==> src/hw/rtl/scs1a_pkg.sv <==
`default_nettype none

package scs1a_pkg;

    // flag bit positions in modifier_state
    localparam int unsigned FlagW      = 7;
    localparam int unsigned BitShift   = 0;
    localparam int unsigned BitCtl     = 1;
    localparam int unsigned BitAlt     = 2;
    localparam int unsigned BitCaps    = 3;
    localparam int unsigned BitNum     = 4;
    localparam int unsigned BitScroll  = 5;
    localparam int unsigned BitPrefix  = 6;

    typedef logic [7:0]       byte_t;
    typedef logic [FlagW-1:0] flags_t;

    // scancodes and special characters
    localparam byte_t CodePrefix   = 8'hE0;
    localparam byte_t CodeRelease  = 8'h80;
    localparam byte_t CodeLowMask  = 8'h7F;
    localparam byte_t CodeLCtl     = 8'h1D;
    localparam byte_t CodeRCtl     = 8'h9D;
    localparam byte_t CodeLShift   = 8'h2A;
    localparam byte_t CodeRShift   = 8'h36;
    localparam byte_t CodeLAlt     = 8'h38;
    localparam byte_t CodeRAlt     = 8'hB8;
    localparam byte_t CodeCaps     = 8'h3A;
    localparam byte_t CodeNum      = 8'h45;
    localparam byte_t CodeScroll   = 8'h46;
    localparam byte_t CharDel      = 8'hE9;
    localparam byte_t CaseFlip     = 8'h20;

    // modifier held by a key (make or break code with bit 7 already resolved)
    function automatic flags_t held_bit(input byte_t code);
        flags_t m;
        m = '0;
        case (code)
            CodeLCtl, CodeRCtl:     m[BitCtl]   = 1'b1;
            CodeLShift, CodeRShift: m[BitShift] = 1'b1;
            CodeLAlt, CodeRAlt:     m[BitAlt]   = 1'b1;
            default:                m = '0;
        endcase
        return m;
    endfunction

    function automatic flags_t lock_bit(input byte_t code);
        flags_t m;
        m = '0;
        case (code)
            CodeCaps:   m[BitCaps]   = 1'b1;
            CodeNum:    m[BitNum]    = 1'b1;
            CodeScroll: m[BitScroll] = 1'b1;
            default:    m = '0;
        endcase
        return m;
    endfunction

    // extended keys (E0 prefixed), common to the plain and shift maps
    function automatic byte_t rom_ext(input byte_t code);
        byte_t c;
        case (code)
            8'h9C:   c = 8'h0A;
            8'hB5:   c = 8'h2F;
            8'hC7:   c = 8'hE0;
            8'hC8:   c = 8'hE2;
            8'hC9:   c = 8'hE6;
            8'hCB:   c = 8'hE4;
            8'hCD:   c = 8'hE5;
            8'hCF:   c = 8'hE1;
            8'hD0:   c = 8'hE3;
            8'hD1:   c = 8'hE7;
            8'hD2:   c = 8'hE8;
            8'hD3:   c = 8'hE9;
            default: c = 8'h00;
        endcase
        return c;
    endfunction

    // keypad and space, common to the plain and shift maps
    function automatic byte_t rom_pad(input byte_t code);
        byte_t c;
        case (code)
            8'h37:   c = 8'h2A;
            8'h39:   c = 8'h20;
            8'h47:   c = 8'h37;
            8'h48:   c = 8'h38;
            8'h49:   c = 8'h39;
            8'h4A:   c = 8'h2D;
            8'h4B:   c = 8'h34;
            8'h4C:   c = 8'h35;
            8'h4D:   c = 8'h36;
            8'h4E:   c = 8'h2B;
            8'h4F:   c = 8'h31;
            8'h50:   c = 8'h32;
            8'h51:   c = 8'h33;
            8'h52:   c = 8'h30;
            8'h53:   c = 8'h2E;
            default: c = rom_ext(code);
        endcase
        return c;
    endfunction

    function automatic byte_t rom_plain(input byte_t code);
        byte_t c;
        case (code)
            8'h01: c = 8'h1B;  8'h02: c = 8'h31;  8'h03: c = 8'h32;  8'h04: c = 8'h33;
            8'h05: c = 8'h34;  8'h06: c = 8'h35;  8'h07: c = 8'h36;  8'h08: c = 8'h37;
            8'h09: c = 8'h38;  8'h0A: c = 8'h39;  8'h0B: c = 8'h30;  8'h0C: c = 8'h2D;
            8'h0D: c = 8'h3D;  8'h0E: c = 8'h08;  8'h0F: c = 8'h09;
            8'h10: c = 8'h71;  8'h11: c = 8'h77;  8'h12: c = 8'h65;  8'h13: c = 8'h72;
            8'h14: c = 8'h74;  8'h15: c = 8'h79;  8'h16: c = 8'h75;  8'h17: c = 8'h69;
            8'h18: c = 8'h6F;  8'h19: c = 8'h70;  8'h1A: c = 8'h5B;  8'h1B: c = 8'h5D;
            8'h1C: c = 8'h0A;  8'h1E: c = 8'h61;  8'h1F: c = 8'h73;
            8'h20: c = 8'h64;  8'h21: c = 8'h66;  8'h22: c = 8'h67;  8'h23: c = 8'h68;
            8'h24: c = 8'h6A;  8'h25: c = 8'h6B;  8'h26: c = 8'h6C;  8'h27: c = 8'h3B;
            8'h28: c = 8'h27;  8'h29: c = 8'h60;  8'h2B: c = 8'h5C;  8'h2C: c = 8'h7A;
            8'h2D: c = 8'h78;  8'h2E: c = 8'h63;  8'h2F: c = 8'h76;
            8'h30: c = 8'h62;  8'h31: c = 8'h6E;  8'h32: c = 8'h6D;  8'h33: c = 8'h2C;
            8'h34: c = 8'h2E;  8'h35: c = 8'h2F;
            default: c = rom_pad(code);
        endcase
        return c;
    endfunction

    function automatic byte_t rom_shift(input byte_t code);
        byte_t c;
        case (code)
            8'h01: c = 8'h1B;  8'h02: c = 8'h21;  8'h03: c = 8'h40;  8'h04: c = 8'h23;
            8'h05: c = 8'h24;  8'h06: c = 8'h25;  8'h07: c = 8'h5E;  8'h08: c = 8'h26;
            8'h09: c = 8'h2A;  8'h0A: c = 8'h28;  8'h0B: c = 8'h29;  8'h0C: c = 8'h5F;
            8'h0D: c = 8'h2B;  8'h0E: c = 8'h08;  8'h0F: c = 8'h09;
            8'h10: c = 8'h51;  8'h11: c = 8'h57;  8'h12: c = 8'h45;  8'h13: c = 8'h52;
            8'h14: c = 8'h54;  8'h15: c = 8'h59;  8'h16: c = 8'h55;  8'h17: c = 8'h49;
            8'h18: c = 8'h4F;  8'h19: c = 8'h50;  8'h1A: c = 8'h7B;  8'h1B: c = 8'h7D;
            8'h1C: c = 8'h0A;  8'h1E: c = 8'h41;  8'h1F: c = 8'h53;
            8'h20: c = 8'h44;  8'h21: c = 8'h46;  8'h22: c = 8'h47;  8'h23: c = 8'h48;
            8'h24: c = 8'h4A;  8'h25: c = 8'h4B;  8'h26: c = 8'h4C;  8'h27: c = 8'h3A;
            8'h28: c = 8'h22;  8'h29: c = 8'h7E;  8'h2B: c = 8'h7C;  8'h2C: c = 8'h5A;
            8'h2D: c = 8'h58;  8'h2E: c = 8'h43;  8'h2F: c = 8'h56;
            8'h30: c = 8'h42;  8'h31: c = 8'h4E;  8'h32: c = 8'h4D;  8'h33: c = 8'h3C;
            8'h34: c = 8'h3E;  8'h35: c = 8'h3F;
            default: c = rom_pad(code);
        endcase
        return c;
    endfunction

    function automatic byte_t rom_ctl(input byte_t code);
        byte_t c;
        case (code)
            8'h10: c = 8'h11;  8'h11: c = 8'h17;  8'h12: c = 8'h05;  8'h13: c = 8'h12;
            8'h14: c = 8'h14;  8'h15: c = 8'h19;  8'h16: c = 8'h15;  8'h17: c = 8'h09;
            8'h18: c = 8'h0F;  8'h19: c = 8'h10;  8'h1C: c = 8'h0D;  8'h1E: c = 8'h01;
            8'h1F: c = 8'h13;
            8'h20: c = 8'h04;  8'h21: c = 8'h06;  8'h22: c = 8'h07;  8'h23: c = 8'h08;
            8'h24: c = 8'h0A;  8'h25: c = 8'h0B;  8'h26: c = 8'h0C;  8'h2B: c = 8'h1C;
            8'h2C: c = 8'h1A;  8'h2D: c = 8'h18;  8'h2E: c = 8'h03;  8'h2F: c = 8'h16;
            8'h30: c = 8'h02;  8'h31: c = 8'h0E;  8'h32: c = 8'h0D;  8'h35: c = 8'hEF;
            8'h97: c = 8'hE0;  8'hB5: c = 8'hEF;
            8'hC8: c = 8'hE2;  8'hC9: c = 8'hE6;  8'hCB: c = 8'hE4;  8'hCD: c = 8'hE5;
            8'hCF: c = 8'hE1;  8'hD0: c = 8'hE3;  8'hD1: c = 8'hE7;  8'hD2: c = 8'hE8;
            8'hD3: c = 8'hE9;
            default: c = 8'h00;
        endcase
        return c;
    endfunction

endpackage

`default_nettype wire

==> src/hw/rtl/scancode_set1_to_ascii_top.sv <==
`default_nettype none

// Channel   Handshake             Payload
// -------   -------------------   -----------------------------------------
// input     in_valid / in_stall   scancode[7:0]
// output    out_valid / out_stall char_code[7:0], debug_request,
//                                 modifier_state[6:0]
//
// One word in, one word out. Two register stages: the scancode is captured,
// decoded against the current flags and written to the result register
// with the updated flags once it is free, so a new word is taken every
// cycle while out_stall is low. The flag register updates exactly when a
// result is loaded, which keeps back-to-back words consistent.
// rst_n (async, active low) clears both valid bits and all flags.
// out_stall holds the result; the input stage stalls only when it is full
// and the result register cannot be freed in the same cycle.

module scancode_set1_to_ascii_top (
    input  wire logic       clk,
    input  wire logic       rst_n,
    input  wire logic       in_valid,
    output logic            in_stall,
    input  wire logic [7:0] scancode,
    output logic            out_valid,
    input  wire logic       out_stall,
    output logic [7:0]      char_code,
    output logic            debug_request,
    output logic [6:0]      modifier_state
);

    // input stage
    logic                  s1_valid_reg;
    scs1a_pkg::byte_t      code_reg;

    // result stage; flags_reg always matches the word held in the result stage
    logic                  out_valid_reg;
    scs1a_pkg::byte_t      char_reg;
    logic                  dbg_reg;
    scs1a_pkg::flags_t     flags_reg;

    logic                  res_load;
    logic                  s1_load;

    scs1a_pkg::byte_t      code_adj;
    scs1a_pkg::byte_t      rom_char;
    scs1a_pkg::byte_t      char_next;
    logic                  dbg_next;
    scs1a_pkg::flags_t     flags_next;

    assign res_load = s1_valid_reg && (!out_valid_reg || !out_stall);
    assign in_stall = s1_valid_reg && !res_load;
    assign s1_load  = in_valid && !in_stall;

    // decode: prefix / release / press
    always_comb
    begin
        code_adj   = code_reg;
        flags_next = flags_reg;
        rom_char   = '0;
        char_next  = '0;
        dbg_next   = 1'b0;
        if (code_reg == scs1a_pkg::CodePrefix)
        begin
            flags_next[scs1a_pkg::BitPrefix] = 1'b1;
        end
        else if (code_reg[7])
        begin
            // break code: keep bit 7 only for extended keys
            if (!flags_reg[scs1a_pkg::BitPrefix])
                code_adj = code_reg & scs1a_pkg::CodeLowMask;
            flags_next = flags_reg & ~scs1a_pkg::held_bit(code_adj);
            flags_next[scs1a_pkg::BitPrefix] = 1'b0;
        end
        else
        begin
            if (flags_reg[scs1a_pkg::BitPrefix])
                code_adj = code_reg | scs1a_pkg::CodeRelease;
            flags_next[scs1a_pkg::BitPrefix] = 1'b0;
            flags_next = (flags_next | scs1a_pkg::held_bit(code_adj))
                         ^ scs1a_pkg::lock_bit(code_adj);
            if (flags_next[scs1a_pkg::BitCtl])
                rom_char = scs1a_pkg::rom_ctl(code_adj);
            else if (flags_next[scs1a_pkg::BitShift])
                rom_char = scs1a_pkg::rom_shift(code_adj);
            else
                rom_char = scs1a_pkg::rom_plain(code_adj);
            char_next = rom_char;
            if (flags_next[scs1a_pkg::BitCaps])
            begin
                if (rom_char inside {[8'h61:8'h7A]})
                    char_next = rom_char - scs1a_pkg::CaseFlip;
                else if (rom_char inside {[8'h41:8'h5A]})
                    char_next = rom_char + scs1a_pkg::CaseFlip;
            end
            dbg_next = flags_next[scs1a_pkg::BitCtl] && flags_next[scs1a_pkg::BitAlt]
                       && (char_next == scs1a_pkg::CharDel);
        end
    end

    always_ff @(posedge clk or negedge rst_n)
    begin
        if (!rst_n)
        begin
            s1_valid_reg  <= 1'b0;
            out_valid_reg <= 1'b0;
            flags_reg     <= '0;
        end
        else
        begin
            if (s1_load)
                s1_valid_reg <= 1'b1;
            else if (res_load)
                s1_valid_reg <= 1'b0;

            if (res_load)
            begin
                out_valid_reg <= 1'b1;
                flags_reg     <= flags_next;
            end
            else if (!out_stall)
            begin
                out_valid_reg <= 1'b0;
            end
        end
    end

    always_ff @(posedge clk)
    begin
        if (s1_load)
            code_reg <= scancode;
        if (res_load)
        begin
            char_reg <= char_next;
            dbg_reg  <= dbg_next;
        end
    end

    assign out_valid      = out_valid_reg;
    assign char_code      = char_reg;
    assign debug_request  = dbg_reg;
    assign modifier_state = flags_reg;

endmodule

`default_nettype wire

==> config.mk <==
export PLATFORM = sky130hd
export DESIGN_NAME = scancode_set1_to_ascii_top
export DESIGN_NICKNAME = d
export VERILOG_FILES = /design/src/hw/rtl/scs1a_pkg.sv /design/src/hw/rtl/scancode_set1_to_ascii_top.sv
export SDC_FILE = /design/constraint.sdc
export NUM_CORES = 1
export LEC_CHECK = 0
export BUFFER_PORTS_ARGS = -buffer_cell sky130_fd_sc_hd__buf_2
export CORE_UTILIZATION = 45
export CTS_BUF_LIST = sky130_fd_sc_hd__clkbuf_8
export DETAILED_ROUTE_END_ITERATION = 8
export MAX_ROUTING_LAYER = met4
export PLACE_DENSITY = 0.74
export SLEW_MARGIN = 30
export SYNTH_ARGS = -nofsm -noshare
export SYNTH_HDL_FRONTEND = slang
export SYNTH_SLANG_ARGS = --single-unit
==> constraint.sdc <==
create_clock -name clk -period 4.3 [get_ports clk]
set_input_delay 0.86 -clock clk [delete_from_list [all_inputs] [get_ports clk]]
set_output_delay 0.86 -clock clk [all_outputs]
set_load 0.01 [all_outputs]
==> summary.md <==
| Metric | Value |
|---|---|
| Via-per-instance ratio | 7.130 |
| Post-synthesis cell count | 456 |
| Post-cts sizing count | 0 |
| Slew margin rel. | 38.13% |
| Drt first-iter violations | 586 |
| Total die area | 8310 um2 |
| Final #Nets | 489 |
| Post-layout util | 50.71% |
| Largest cells by area after synthesis | edfxtp_1, dfrtp_1, nand2_1 |
| Synth unique cells | 90 |
| Drt drc | 0 |
| Vias in the first global route | 3759 |
| Vias after detailed routing | 4100 |
| Seq cells post-synth | 26 |
| Antenna diodes | 0 |
| PwrDens | 242.3 nW/um2 |
| Worst Skew | ~0.0033 ns |
| Fillers | 758 |
| Seq/Total Area, Yosys | between 20% and 30% |
| R2r setup slk | 0.32 ns |
| Static leakage power | 0.001460 uW |
| Hold Buf Count CTS | 0 |
| Critical path endpoint category | flop |
| # IOs | 30 |
| Max frequency | ~0.25 GHz |
| Antenna Nets Post-Route | 0 |
| Largest net degree at the start of global routing | 56 |
| CP required | between 4 and 5 ns |
| Fin. max-slew vios | 0 |
| CP cell instances | or4b_1 -> o2bb2ai_1 -> a32oi_1 -> o21ai_0 -> or4_1 -> o211ai_2 -> a311o_1 -> a31oi_1 -> and2_4 -> a2111oi_2 |
| Proportion of layout cells with a drive suffix above 1 | slightly above 20% |
| Worst path depth | 10 |
| Worst-path clk slew | about 0.10 ns |
| Largest area contributor in the netlist | edfxtp_1 |
| Die Wd | 91.16 um |
| Number of synthesized flops with an enable pin | 17 |
| Port bufs | 29 |
| Crit path DAT | roughly 4 ns |
| Total nets after synthesis | 471 |
| Ys async rst share | 34.62% |
| CP Max Fanout | 26 |
| PnR worst setup slack | 0.3188 ns |
| Total gr overflow | 0 |
| Reg-to-Reg Start | code_reg[6] |
| Cell Area, Synth | 3577 um2 |
| Startpoint Class | flop |
| Slowest stage cell, crit path | or4b_1 |
| TritonRoute pass-1 iters | 5 |
| Area delta synth->final | 9.549% |
| RSZ-0062 raised after global routing | false |
| Site Rows | 32 |
| Tcrit/Tclk final | between 90% and 100% |
| Yosys warning count | 0 |
| Most common cell in the netlist | nand2_1 |
| Root Buffer | clkbuf_8 |
| FF-to-FF End | char_code[6] |
| Setup bufs post-CTS | 0 |
| WP buf/inv | 0 |
| Final setup fails | 0 |
| Clock Sink Count | 26 |
| Slew @ Worst Pin | slightly above 0.9 ns |
| Slowest cell delay on critical path | 0.91 ns |
| Die span in y | between 90 and 100 um |
| Most instantiated cells after synthesis | nand2_1, nor2_1, buf_2, nor3_1, a21oi_1 |
| Insertion delay to the later sink of the worst-skew pair | 0.28 ns |
| Starting Density | approximately 46% |
| Setup WS pre-CTS | 0.4555 ns |
| CORE AREA | 7727 um2 |
| CTS tree | yes |
| CTS H-tree depth | 1 |
| Delay-heaviest family, CP | compound AO/OA/AOI/OAI gates |
| Synth top area share | 14.27% |
| Post-Route Setup TNS | 0 ns |
| Worst reg2reg path depth | 10 |
| Max cap viols | 0 |
| Gpl congestion | 1.041 |
| Gr usage total | 33.42% |
| Worst Hold Class | in2async |
| WL final | about 13 mm |
| Initial antenna violation count | 0 |
| Setup CP Type | reg2reg |
| Syn Area/Cell | ~7.8 um2 |
| Post-synth top flop | edfxtp_1 |
| Fin. Hold Viols | 0 |
| Final min period | 3.981 ns |
| First-pass GRT wire length | 20.98 mm |
| Status | finished clean |
| Routed length per placed instance | 23.26 um |
| CTS Buffer Depth | 2 |
| Final HPWL DP | 10.10 mm |
| TritonCTS Buffers | 3 |
| Worst vdd rail ir drop | 0.0001626 V |
[per-layer routing]
| metal | wire, um | GRT usage, % | part of all wire [%] |
|---|---|---|---|
| met4 | 728 | 16.53 | 5.4 |
| met1 | 5378 | 43.23 | 40 |
| met5 | 0 | - | 0 |
| met2 | 5878 | 50.32 | 44 |
| met3 | 1388 | 5.779 | 10 |
[final cells by class]
class,count,area (um2),share of cell area [%]
inverter,9,33.78,0.8621
multi-input combinational,373,2540,64.81
sequential,26,735.7,18.77
tap,102,127.6,3.257
clock buffer,3,41.29,1.054
timing repair buffer,61,410.4,10.47
clock inverter,1,30.03,0.7663
[per-stage QoR]
stage	instances	hold slack (ns)	power (uW)	area (um2)
floorplan	456	0.4574	604.3	3577
global placement	571	0.4613	733.2	3847
detailed placement	571	0.4688	730.4	3847
CTS	575	0.4207	938.8	3919
global route	575	0.4141	993.7	3919
finish	575	0.4176	949.4	3919
[power breakdown]
group          total, uW  internal (uW)  switching, uW
clock network        209            125           84.0
registers            334            292           41.6
logic                407            154            254
[cells in the final DEF, fill, tap and decap left out, types with 5 or more instances in the layout]
cell      instances
nand2b_1         15
and3_1            6
nor2b_1          13
a31oi_1           5
o32ai_1           7
o211ai_1          8
buf_4            30
nand3b_1          5
nor3_1           23
buf_2            29
nand4_1           5
inv_1             9
o221ai_1          5
or4_1             9
nor4_1           11
nor2_1           31
o21ai_0          17
a211oi_1          8
nor4b_1           5
nand2_1          38
edfxtp_1         17
dfrtp_1           9
nand3_1          13
a21oi_1          22
xor2_1            5
[cell families after synthesis]
kind of cell	synth area share [%]
AOI/OAI and AO/OA	29.07
xor gates and xnor gates	1.959
adders and majority gates	1.049
buffers and inverters	8.429
DFF	20.57
muxes	1.154
and+or+nand+nor	37.78
[how the worst max path moves through the flow]
stage / from / to
2_1_floorplan: code_reg[0] / char_code[7]
3_3_place_gp: code_reg[6] / char_code[6]
3_5_place_dp: code_reg[6] / char_code[6]
4_1_cts: code_reg[6] / char_code[6]
5_1_grt: code_reg[6] / char_code[6]
6_report: code_reg[6] / char_code[6]
Power figures use the tool's default switching activity.
